--- config.mk ---
export PLATFORM = sky130hd
export DESIGN_NAME = touch_to_gamepad_mapper_core_flat
export DESIGN_NICKNAME = d
export VERILOG_FILES = /design/src/design/tgm_pkg.sv /design/src/design/tgm_if.sv /design/src/design/tgm_sub_unit.sv /design/src/design/touch_to_gamepad_mapper_core.sv /design/src/flat_wrapper.sv
export SDC_FILE = /design/constraint.sdc
export NUM_CORES = 1
export LEC_CHECK = 0
export BUFFER_PORTS_ARGS = -buffer_cell sky130_fd_sc_hd__buf_2
export CAP_MARGIN = 5
export CORE_MARGIN = 3
export CORE_UTILIZATION = 50
export CTS_BUF_LIST = sky130_fd_sc_hd__clkbuf_8
export DETAILED_ROUTE_END_ITERATION = 6
export PLACE_DENSITY_LB_ADDON = 0.12
export SETUP_SLACK_MARGIN = 0.5
export SLEW_MARGIN = 25
export SYNTH_ARGS = -nofsm -noshare
export SYNTH_HDL_FRONTEND = slang
export SYNTH_SLANG_ARGS = --single-unit
--- constraint.sdc ---
create_clock -name clk -period 5.9 [get_ports clk]
set_input_delay 0.295 -clock clk [delete_from_list [all_inputs] [get_ports clk]]
set_output_delay 0.295 -clock clk [all_outputs]
set_load 0.02 [all_outputs]
--- src/design/tgm_pkg.sv ---
// ----------------------------------------------------------------------------
// tgm_pkg
// Types, codes and constants shared by the touch to gamepad mapper.
// ----------------------------------------------------------------------------
`timescale 1ns / 1ps

package tgm_pkg;

	localparam int DEFAULT_SLOTS = 2;

	localparam int CFG_W   = 12;
	localparam int CFG_IDX_W = 3;
	localparam int VAL_W   = 32;
	localparam int ALU_W   = 35;
	localparam int DIFF_W  = 33;

	localparam logic [4:0] EV_TYPE_SYNC = 5'd0;
	localparam logic [4:0] EV_TYPE_ABS  = 5'd3;

	localparam logic [9:0] CODE_SLOT   = 10'h02f;
	localparam logic [9:0] CODE_TRACK  = 10'h039;
	localparam logic [9:0] CODE_POS_X  = 10'h035;
	localparam logic [9:0] CODE_POS_Y  = 10'h036;
	localparam logic [9:0] CODE_REPORT = 10'h000;

	localparam logic [VAL_W-1:0] TRACK_END = 32'hFFFF_FFFF;

	localparam logic [CFG_IDX_W-1:0] CFG_MOVE_THRESHOLD = 3'd0;
	localparam logic [CFG_IDX_W-1:0] CFG_ROCKER_ZONE_X  = 3'd1;
	localparam logic [CFG_IDX_W-1:0] CFG_BOTTOM_ROW_Y   = 3'd2;
	localparam logic [CFG_IDX_W-1:0] CFG_TOP_ROW_Y      = 3'd3;
	localparam logic [CFG_IDX_W-1:0] CFG_COLUMN_SPLIT_X = 3'd4;

	localparam logic [CFG_W-1:0] RST_MOVE_THRESHOLD = 12'd20;
	localparam logic [CFG_W-1:0] RST_ROCKER_ZONE_X  = 12'd240;
	localparam logic [CFG_W-1:0] RST_BOTTOM_ROW_Y   = 12'd400;
	localparam logic [CFG_W-1:0] RST_TOP_ROW_Y      = 12'd200;
	localparam logic [CFG_W-1:0] RST_COLUMN_SPLIT_X = 12'd380;

	localparam int BTN_A      = 0;
	localparam int BTN_B      = 1;
	localparam int BTN_SELECT = 2;
	localparam int BTN_START  = 3;
	localparam int BTN_UP     = 4;
	localparam int BTN_DOWN   = 5;
	localparam int BTN_LEFT   = 6;
	localparam int BTN_RIGHT  = 7;

	typedef enum logic [1:0] {
		ROLE_UNASSIGNED = 2'd0,
		ROLE_JOYSTICK   = 2'd1,
		ROLE_BUTTON     = 2'd2
	} role_t;

	typedef enum logic [3:0] {
		ST_IDLE,
		ST_ROLE,
		ST_DX,
		ST_DXP,
		ST_DXN,
		ST_DY,
		ST_DYP,
		ST_DYN,
		ST_BX,
		ST_BBOT,
		ST_BTOP,
		ST_DONE
	} state_t;

	typedef struct packed {
		logic [ALU_W-1:0] diff;
		logic             neg;
		logic             pos;
	} alu_res_t;

endpackage

--- src/design/tgm_if.sv ---
// ----------------------------------------------------------------------------
// tgm_event_if / tgm_buttons_if
// Valid/ready channels for touch event items and button mask items.
// ----------------------------------------------------------------------------
`timescale 1ns / 1ps

interface tgm_event_if;
	logic              valid;
	logic              ready;
	logic [4:0]        event_type;
	logic [9:0]        event_code;
	logic signed [31:0] event_value;

	modport source (output valid, output event_type, output event_code,
		output event_value, input ready);
	modport sink (input valid, input event_type, input event_code,
		input event_value, output ready);
endinterface

interface tgm_buttons_if;
	logic       valid;
	logic       ready;
	logic [7:0] buttons;

	modport source (output valid, output buttons, input ready);
	modport sink (input valid, input buttons, output ready);
endinterface

--- src/design/tgm_sub_unit.sv ---
// ----------------------------------------------------------------------------
// tgm_sub_unit
// Shared signed subtract and sign compare used by the sequencer's compare steps.
// ----------------------------------------------------------------------------
`timescale 1ns / 1ps

module tgm_sub_unit
	import tgm_pkg::*;
(
	input  logic signed [ALU_W-1:0] a,
	input  logic signed [ALU_W-1:0] b,
	output alu_res_t                res
);

	logic signed [ALU_W-1:0] diff;

	assign diff     = a - b;
	assign res.diff = diff;
	assign res.neg  = diff[ALU_W-1];
	assign res.pos  = !diff[ALU_W-1] && (diff != '0);

endmodule

--- src/design/touch_to_gamepad_mapper_core.sv ---
// ----------------------------------------------------------------------------
// touch_to_gamepad_mapper_core
// Maps multi-touch event items to an 8-bit gamepad button mask.
// ----------------------------------------------------------------------------
// Channels: ev (sink) takes one event item per handshake; btn (source) gives
// a button mask item whenever a sync report yields a mask unlike the last one
// sent. Registers are written through cfg_we / cfg_index / cfg_wdata; the user
// must write them only while idle, the block itself does not enforce it. A sync
// report walks the slots: an inactive slot has only the role step, a button
// contact adds column, bottom-row and (unless below it) top-row compares, a
// joystick contact x/y delta and threshold compares; a done step ends the walk.
// The single shared subtractor does one signed compare per cycle in the walk.
// ev.ready is high only while the sequencer is idle. The result sits in an
// output register, so new items are taken while it waits; a report whose new
// mask finds that register still full holds in its last step until btn.ready.
// Reset (arst_n low) clears all slots, the slot pointer, the last mask and
// restores the register defaults.
// ----------------------------------------------------------------------------
`timescale 1ns / 1ps

module touch_to_gamepad_mapper_core
	import tgm_pkg::*;
#(
	parameter int SLOTS = DEFAULT_SLOTS
) (
	input  logic                 clk,
	input  logic                 arst_n,
	tgm_event_if.sink            ev,
	tgm_buttons_if.source        btn,
	input  logic                 cfg_we,
	input  logic [CFG_IDX_W-1:0] cfg_index,
	input  logic [CFG_W-1:0]     cfg_wdata
);

	localparam int SW = (SLOTS > 1) ? $clog2(SLOTS) : 1;

	logic [CFG_W-1:0] thr_q, rocker_q, bottom_q, top_q, column_q;

	logic [SW-1:0]    sel_slot_q;
	logic             active_q [SLOTS];
	role_t            role_q   [SLOTS];
	logic [VAL_W-1:0] x_q      [SLOTS];
	logic [VAL_W-1:0] y_q      [SLOTS];
	logic [VAL_W-1:0] ax_q     [SLOTS];
	logic [VAL_W-1:0] ay_q     [SLOTS];

	state_t            state_q, state_d;
	logic [SW-1:0]     slot_q;
	logic [7:0]        mask_q, last_q, buttons_q;
	logic              out_valid_q;
	logic [DIFF_W-1:0] diff_q;
	logic              right_q;

	logic [ALU_W-1:0] op_a, op_b;
	alu_res_t         res;
	logic             accept, is_report, last_slot, slot_adv, out_load;
	logic [VAL_W-1:0] x_cur, y_cur, ax_cur, ay_cur;
	logic [ALU_W-1:0] thr_ext;

	tgm_sub_unit u_sub (
		.a   (op_a),
		.b   (op_b),
		.res (res)
	);

	assign ev.ready    = (state_q == ST_IDLE);
	assign accept      = ev.valid && ev.ready;
	assign is_report   = (ev.event_type == EV_TYPE_SYNC) && (ev.event_code == CODE_REPORT);
	assign last_slot   = (slot_q == SW'(SLOTS - 1));
	assign x_cur       = x_q[slot_q];
	assign y_cur       = y_q[slot_q];
	assign ax_cur      = ax_q[slot_q];
	assign ay_cur      = ay_q[slot_q];
	assign thr_ext     = {{(ALU_W-CFG_W){1'b0}}, thr_q};
	assign btn.valid   = out_valid_q;
	assign btn.buttons = buttons_q;

	function automatic logic [ALU_W-1:0] sx_val(input logic [VAL_W-1:0] v);
		return {{(ALU_W-VAL_W){v[VAL_W-1]}}, v};
	endfunction

	function automatic logic [ALU_W-1:0] zx_cfg(input logic [CFG_W-1:0] v);
		return {{(ALU_W-CFG_W){1'b0}}, v};
	endfunction

	always_comb begin
		op_a = '0;
		op_b = '0;
		case (state_q)
			ST_ROLE: begin
				op_a = sx_val(x_cur);
				op_b = zx_cfg(rocker_q);
			end
			ST_DX: begin
				op_a = sx_val(x_cur);
				op_b = sx_val(ax_cur);
			end
			ST_DXP, ST_DYP: begin
				op_a = {{(ALU_W-DIFF_W){diff_q[DIFF_W-1]}}, diff_q};
				op_b = thr_ext;
			end
			ST_DXN, ST_DYN: begin
				op_a = {{(ALU_W-DIFF_W){diff_q[DIFF_W-1]}}, diff_q};
				op_b = -thr_ext;
			end
			ST_DY: begin
				op_a = sx_val(y_cur);
				op_b = sx_val(ay_cur);
			end
			ST_BX: begin
				op_a = sx_val(x_cur);
				op_b = zx_cfg(column_q);
			end
			ST_BBOT: begin
				op_a = sx_val(y_cur);
				op_b = zx_cfg(bottom_q);
			end
			ST_BTOP: begin
				op_a = sx_val(y_cur);
				op_b = zx_cfg(top_q);
			end
			default: ;
		endcase
	end

	always_comb begin
		state_d  = state_q;
		slot_adv = 1'b0;
		out_load = 1'b0;
		case (state_q)
			ST_IDLE: begin
				if (accept && is_report) begin
					state_d = ST_ROLE;
				end
			end
			ST_ROLE: begin
				if (!active_q[slot_q]) begin
					slot_adv = 1'b1;
				end else begin
					case (role_q[slot_q])
						ROLE_UNASSIGNED: state_d = res.neg ? ST_DX : ST_BX;
						ROLE_JOYSTICK:   state_d = ST_DX;
						ROLE_BUTTON:     state_d = ST_BX;
						default:         slot_adv = 1'b1;
					endcase
				end
			end
			ST_DX:  state_d = ST_DXP;
			ST_DXP: state_d = ST_DXN;
			ST_DXN: state_d = ST_DY;
			ST_DY:  state_d = ST_DYP;
			ST_DYP: state_d = ST_DYN;
			ST_DYN: slot_adv = 1'b1;
			ST_BX:  state_d = ST_BBOT;
			ST_BBOT: begin
				if (res.pos) begin
					slot_adv = 1'b1;
				end else begin
					state_d = ST_BTOP;
				end
			end
			ST_BTOP: slot_adv = 1'b1;
			ST_DONE: begin
				if (mask_q == last_q) begin
					state_d = ST_IDLE;
				end else if (!out_valid_q || btn.ready) begin
					out_load = 1'b1;
					state_d  = ST_IDLE;
				end
			end
			default: state_d = ST_IDLE;
		endcase
		if (slot_adv) begin
			state_d = last_slot ? ST_DONE : ST_ROLE;
		end
	end

	always_ff @(posedge clk or negedge arst_n) begin
		if (!arst_n) begin
			state_q     <= ST_IDLE;
			thr_q       <= RST_MOVE_THRESHOLD;
			rocker_q    <= RST_ROCKER_ZONE_X;
			bottom_q    <= RST_BOTTOM_ROW_Y;
			top_q       <= RST_TOP_ROW_Y;
			column_q    <= RST_COLUMN_SPLIT_X;
			sel_slot_q  <= '0;
			slot_q      <= '0;
			mask_q      <= '0;
			last_q      <= '0;
			out_valid_q <= 1'b0;
			for (int i = 0; i < SLOTS; i++) begin
				active_q[i] <= 1'b0;
				role_q[i]   <= ROLE_UNASSIGNED;
				x_q[i]      <= '0;
				y_q[i]      <= '0;
				ax_q[i]     <= '0;
				ay_q[i]     <= '0;
			end
		end else begin
			state_q <= state_d;

			if (cfg_we) begin
				case (cfg_index)
					CFG_MOVE_THRESHOLD: thr_q    <= cfg_wdata;
					CFG_ROCKER_ZONE_X:  rocker_q <= cfg_wdata;
					CFG_BOTTOM_ROW_Y:   bottom_q <= cfg_wdata;
					CFG_TOP_ROW_Y:      top_q    <= cfg_wdata;
					CFG_COLUMN_SPLIT_X: column_q <= cfg_wdata;
					default: ;
				endcase
			end

			if (accept && (ev.event_type == EV_TYPE_ABS)) begin
				case (ev.event_code)
					CODE_SLOT: begin
						if (!ev.event_value[VAL_W-1] &&
							(ev.event_value < VAL_W'(SLOTS))) begin
							sel_slot_q <= ev.event_value[SW-1:0];
						end
					end
					CODE_TRACK: begin
						active_q[sel_slot_q] <= (ev.event_value != TRACK_END);
						role_q[sel_slot_q]   <= ROLE_UNASSIGNED;
					end
					CODE_POS_X: x_q[sel_slot_q] <= ev.event_value;
					CODE_POS_Y: y_q[sel_slot_q] <= ev.event_value;
					default: ;
				endcase
			end

			case (state_q)
				ST_IDLE: begin
					if (accept && is_report) begin
						slot_q <= '0;
						mask_q <= '0;
					end
				end
				ST_ROLE: begin
					if (active_q[slot_q] && (role_q[slot_q] == ROLE_UNASSIGNED)) begin
						if (res.neg) begin
							role_q[slot_q] <= ROLE_JOYSTICK;
							ax_q[slot_q]   <= x_cur;
							ay_q[slot_q]   <= y_cur;
						end else begin
							role_q[slot_q] <= ROLE_BUTTON;
						end
					end
				end
				ST_DX, ST_DY: diff_q <= res.diff[DIFF_W-1:0];
				ST_DXP: if (res.pos) mask_q[BTN_RIGHT] <= 1'b1;
				ST_DXN: if (res.neg) mask_q[BTN_LEFT] <= 1'b1;
				ST_DYP: if (res.pos) mask_q[BTN_DOWN] <= 1'b1;
				ST_DYN: if (res.neg) mask_q[BTN_UP] <= 1'b1;
				ST_BX:  right_q <= res.pos;
				ST_BBOT: begin
					if (res.pos) begin
						if (right_q) mask_q[BTN_A] <= 1'b1;
						else mask_q[BTN_B] <= 1'b1;
					end
				end
				ST_BTOP: begin
					if (res.neg) begin
						if (right_q) mask_q[BTN_START] <= 1'b1;
						else mask_q[BTN_SELECT] <= 1'b1;
					end
				end
				default: ;
			endcase

			if (slot_adv && !last_slot) begin
				slot_q <= slot_q + 1'b1;
			end

			if (out_load) begin
				out_valid_q <= 1'b1;
				buttons_q   <= mask_q;
				last_q      <= mask_q;
			end else if (btn.ready) begin
				out_valid_q <= 1'b0;
			end
		end
	end

	a_load_shows_mask: assert property (@(posedge clk) disable iff (!arst_n)
		out_load |=> (btn.valid && (btn.buttons == $past(mask_q)) &&
			(last_q == $past(mask_q))))
		else $error("loaded mask not presented");

	a_report_busy: assert property (@(posedge clk) disable iff (!arst_n)
		(accept && is_report) |=> (!ev.ready && (mask_q == '0) && (slot_q == '0)))
		else $error("sync report did not start a slot walk");

	a_no_repeat: assert property (@(posedge clk) disable iff (!arst_n)
		(state_q == ST_DONE && mask_q == last_q) |=> (btn.valid == $past(btn.valid && !btn.ready)))
		else $error("unchanged mask produced an item");

	a_slot_range: assert property (@(posedge clk) disable iff (!arst_n)
		(32'(sel_slot_q) < SLOTS) && (32'(slot_q) < SLOTS))
		else $error("slot pointer out of range");

endmodule
--- src/flat_wrapper.sv ---
// flat-port wrapper written by rule: the top's interface ports become plain ports
module touch_to_gamepad_mapper_core_flat import tgm_pkg::*;
#(
	parameter int SLOTS = DEFAULT_SLOTS
)
  (clk, arst_n, cfg_we, cfg_index, cfg_wdata, ev_valid, ev_event_type, ev_event_code, ev_event_value, ev_ready, btn_valid, btn_buttons, btn_ready);
  tgm_event_if ev_i ();
  tgm_buttons_if btn_i ();
  input  logic clk;
  input  logic arst_n;
  input  logic cfg_we;
  input  logic [CFG_IDX_W-1:0] cfg_index;
  input  logic [CFG_W-1:0] cfg_wdata;
  input wire logic [$bits(ev_i.valid)-1:0] ev_valid;
  input wire logic [$bits(ev_i.event_type)-1:0] ev_event_type;
  input wire logic [$bits(ev_i.event_code)-1:0] ev_event_code;
  input wire logic [$bits(ev_i.event_value)-1:0] ev_event_value;
  output wire logic [$bits(ev_i.ready)-1:0] ev_ready;
  output wire logic [$bits(btn_i.valid)-1:0] btn_valid;
  output wire logic [$bits(btn_i.buttons)-1:0] btn_buttons;
  input wire logic [$bits(btn_i.ready)-1:0] btn_ready;
  assign ev_i.valid = ev_valid;
  assign ev_i.event_type = ev_event_type;
  assign ev_i.event_code = ev_event_code;
  assign ev_i.event_value = ev_event_value;
  assign ev_ready = ev_i.ready;
  assign btn_valid = btn_i.valid;
  assign btn_buttons = btn_i.buttons;
  assign btn_i.ready = btn_ready;
  touch_to_gamepad_mapper_core #(.SLOTS(SLOTS)) u_core (.clk(clk), .arst_n(arst_n), .ev(ev_i), .btn(btn_i), .cfg_we(cfg_we), .cfg_index(cfg_index), .cfg_wdata(cfg_wdata));
endmodule
==> run_results.csv <==
group,metric,value,unit
outcome,outcome,"complete, no violations",
route,drt-initial-drc-count,1061,
clocking,cts_buffers,71,
route,detail-route-antenna-nets,0,
logic_synthesis,synth-main-ff-cell,"dfrtp_1",
setup_path,worst-path-max-fanout,9,
timing,post-route-period-util,89.3,%
route,drtPass1Iterations,5,
finish,final_net_count,1983,
floorplanning,die_area,0.0433,sq mm
setup_path,crit_slowest_cell,"or4_1",
place,dpl.hpwl,38300,microns
logic_synthesis,synth_nets,1809,
floorplanning,ios,77,
timing,hold_violations,0,
timing,timing.slew.headroom,33.3,%
place,dp_slack,163,ps
setup_path,crit_arrival,5750,ps
clocking,cts_root_buf,"clkbuf_8",
setup_path,reg2reg_to,"u_core.state_q[0]$_DFFE_PN0P_",
grt,grt.total_usage,25.1,%
logic_synthesis,synth_area_per_cell,12.0,sq um
worst_hold_path,holdPathEnd,"u_core.y_q[37]$_DFFE_PN0P_",
logic_synthesis,synth_cells,1701,
grt,grt_pass1_wl,85600,microns
timing,final.setup.worst_slack,632,ps
route,drc,0,
timing,fmax,190,MHz
logic_synthesis,synth_commonest_cells,"327 x dfrtp_1, 307 x mux2_2, 93 x nor2_1, 79 x mux2_1, 78 x nand2_1",
clocking,cts.path.max_buffers,3,
logic_synthesis,ys_seq_area_share,48.6,%
logic_synthesis,ys_async_sr_fraction,89.1,%
grt,antenna_found_initial,0,
timing,fin_setup_tns,0,ps
setup_path,slowest_delay,520,ps
setup_path,reg2reg_slack,630,ps
timing,period_needed,5270,ps
timing,skew,32.3,ps
setup_path,crit_family,"simple AND/OR/NAND/NOR gates",
pwr,ir_drop,0.293,mV
grt,grt_overflow_total,0,
pwr,power.density,485,mW/mm^2
grt,grt_max_degree,181,
timing,setup_violations,0,
worst_hold_path,min_path_type,"input port to register",
flow_run,drv_cap,0,
logic_synthesis,synth_edf_count,42,
grt,grt_pass1_vias,15073,
setup_path,end_kind,"register",
clocking,clkSlewWorstSetupHoldPaths,60,ps
clocking,clock-sinks,387,
logic_synthesis,yosysTopAreaCellShare,40.1,%
setup_path,r2r_cells,18,
finish,layout-drive-gt1-share,34.0,%
pwr,p_leak,11.5,nW
place,place_area,0.0216,sq mm
logic_synthesis,yosysWarnings,0,
setup_path,crit_type,"register to register",
clocking,cts_tree,"yes",
floorplanning,fp.dieH,208,microns
worst_hold_path,min_delay_path_depth,2,
route,post_drt_wl_per_cell,22.8,microns
place,gp_congestion,0.907,
logic_synthesis,netlist_area,0.0204,sq mm
floorplanning,start_util,51.0,%
floorplanning,coreArea,0.0400,sq mm
setup_path,worstReg2RegStart,"u_core.thr_q[0]$_DFFE_PN0P_",
pwr,fin_total_pwr,11.6,mW
finish,stdcell_area,0.0239,sq mm
timing,rsz0062_at_grt,"false",
route,viasPerCell,5.96,
timing,tightest_slew,999,ps
worst_hold_path,hp-start,"ev_event_value[5]",
logic_synthesis,synth.area.top_cells,"dfrtp_1 40%, mux2_2 17%, edfxtp_1 6.2%",
finish,synthToLayoutAreaGrowth,17.2,%
route,routed_wirelength,56100,microns
logic_synthesis,yosys_register_bits,387,
place,port_buffers,76,
clocking,cts.htree.levels,3,
setup_path,required,6380,ps
setup_path,path_cells,"inv_1, ha_1, or3b_4, nor4b_4, nand2_1, o21ai_1, a221oi_4, ha_2, a21oi_4, o21bai_1, or3_4, or4_1, and3b_1, nor2_1, and4b_1, and4b_2, nor2_2, or4b_4",
timing,finalMaxSlewViolations,0,
clocking,clock_latency,630,ps
logic_synthesis,synth_largest_area_cell,"dfrtp_1",
setup_path,cp_num_buf_inv,1,
finish,final_util,59.8,%
floorplanning,num_rows,73,
floorplanning,die_width,208,microns
route,vias,14643,
setup_path,critPathLaunchType,"register",
finish,diodes,0,
logic_synthesis,yosysMostFrequentCell,"dfrtp_1",
logic_synthesis,ys_types,86,
metal layers:
metal	track usage, %	share of wire (%)	up-vias
met5	0	0	-
met2	43.2	50	379
li1	-	-	6739
met3	4.27	4.5	92
met1	31.7	42	7433
met4	9.32	3.3	0
flip-flops by register name, indices dropped and copies added (netlist names):
signal,flops
u_core.top_q,12
u_core.column_q,12
u_core.active_q,2
u_core.ax_q,64
u_core.sel_slot_q,1
u_core.thr_q,12
u_core.ay_q,64
u_core.last_q,8
u_core.rocker_q,12
u_core.x_q,64
u_core.btn.buttons,8
u_core.diff_q,33
u_core.bottom_q,12
u_core.role_q,4
u_core.btn.valid,1
u_core.state_q,4
u_core.y_q,64
u_core.last_slot,1
u_core.mask_q,8
u_core.right_q,1
cell type report:
type / instances / area, sq um
Timing Repair Buffer: 193 / 1600
Tap cell: 525 / 657
Multi-Input combinational cell: 1195 / 10200
Clock buffer: 87 / 1200
Clock inverter: 41 / 203
Fill cell: 3323 / 16100
Inverter: 27 / 101
Sequential cell: 387 / 9930
power breakdown:
part | internal [mW] | switching, mW | leakage (nW) | total (mW)
clock | 1.37 | 1.13 | 0.835 | 2.50
sequential | 3.16 | 0.174 | 4.97 | 3.33
combinational | 2.23 | 3.53 | 5.73 | 5.75
total | 6.76 | 4.83 | 11.5 | 11.6
cells in the final DEF (no fill, tap or decap), types with 30 or more instances in the layout:
master,Yosys,routed
a21oi_1,72,62
a221o_1,30,30
buf_2,12,75
buf_4,5,56
clkbuf_8,0,87
dfrtp_1,327,322
dlygate4sd3_1,0,42
edfxtp_1,42,42
ha_1,40,30
inv_1,27,58
mux2_1,79,79
mux2_2,307,307
mux2i_1,67,67
nand2_1,78,74
nor2_1,93,92
nor2b_1,42,41
o21ai_0,43,39
cell families (layout without fill, tap and decap cells):
logic type,Yosys count,after routing,synth area share [%]
AOI/OAI and AO/OA,296,296,10.4
xor gates and xnor gates,30,30,1.29
DFF,387,387,48.6
buffers and inverters,119,348,2.80
and+or+nand+nor,374,374,9.65
muxes,454,454,24.7
adders and majority gates,41,41,2.55
metrics by stage:
step / std cells / hold WS [ps]
3_3_place_gp: 2267 / 354
2_1_floorplan: 1701 / -0.591
4_1_cts: 2437 / 2.40
5_1_grt: 2455 / 11.4
3_5_place_dp: 2267 / 365
6_report: 2455 / 33.8
repair_timing:
action                                  CTS  global route
endpoints found under the setup margin  135           142
pin swaps                                 1             9
cloned                                    0             5
hold buffers                             42             0
setup buffers                             0            12
gates resized for setup                  18            51
endpoints found under the hold margin   253             0
how the worst max path moves through the flow:
stage,startpoint,endpoint,slack (ps),depth (start not counted)
detailed placement,u_core.thr_q[1]$_DFFE_PN0P_,u_core.state_q[0]$_DFFE_PN0P_,160,19
floorplan,u_core.last_slot$_DFFE_PN0P_,u_core.state_q[0]$_DFFE_PN0P_,520,19
global route,u_core.state_q[2]$_DFFE_PN0P_,u_core.ax_q[49]$_DFFE_PN0P_,490,18
CTS,u_core.last_slot$_DFFE_PN0P_,u_core.state_q[0]$_DFFE_PN0P_,510,17
global placement,u_core.thr_q[1]$_DFFE_PN0P_,u_core.state_q[0]$_DFFE_PN0P_,180,19
finish,u_core.thr_q[0]$_DFFE_PN0P_,u_core.state_q[0]$_DFFE_PN0P_,630,18
No activity file was read; power rests on OpenSTA's default activity.
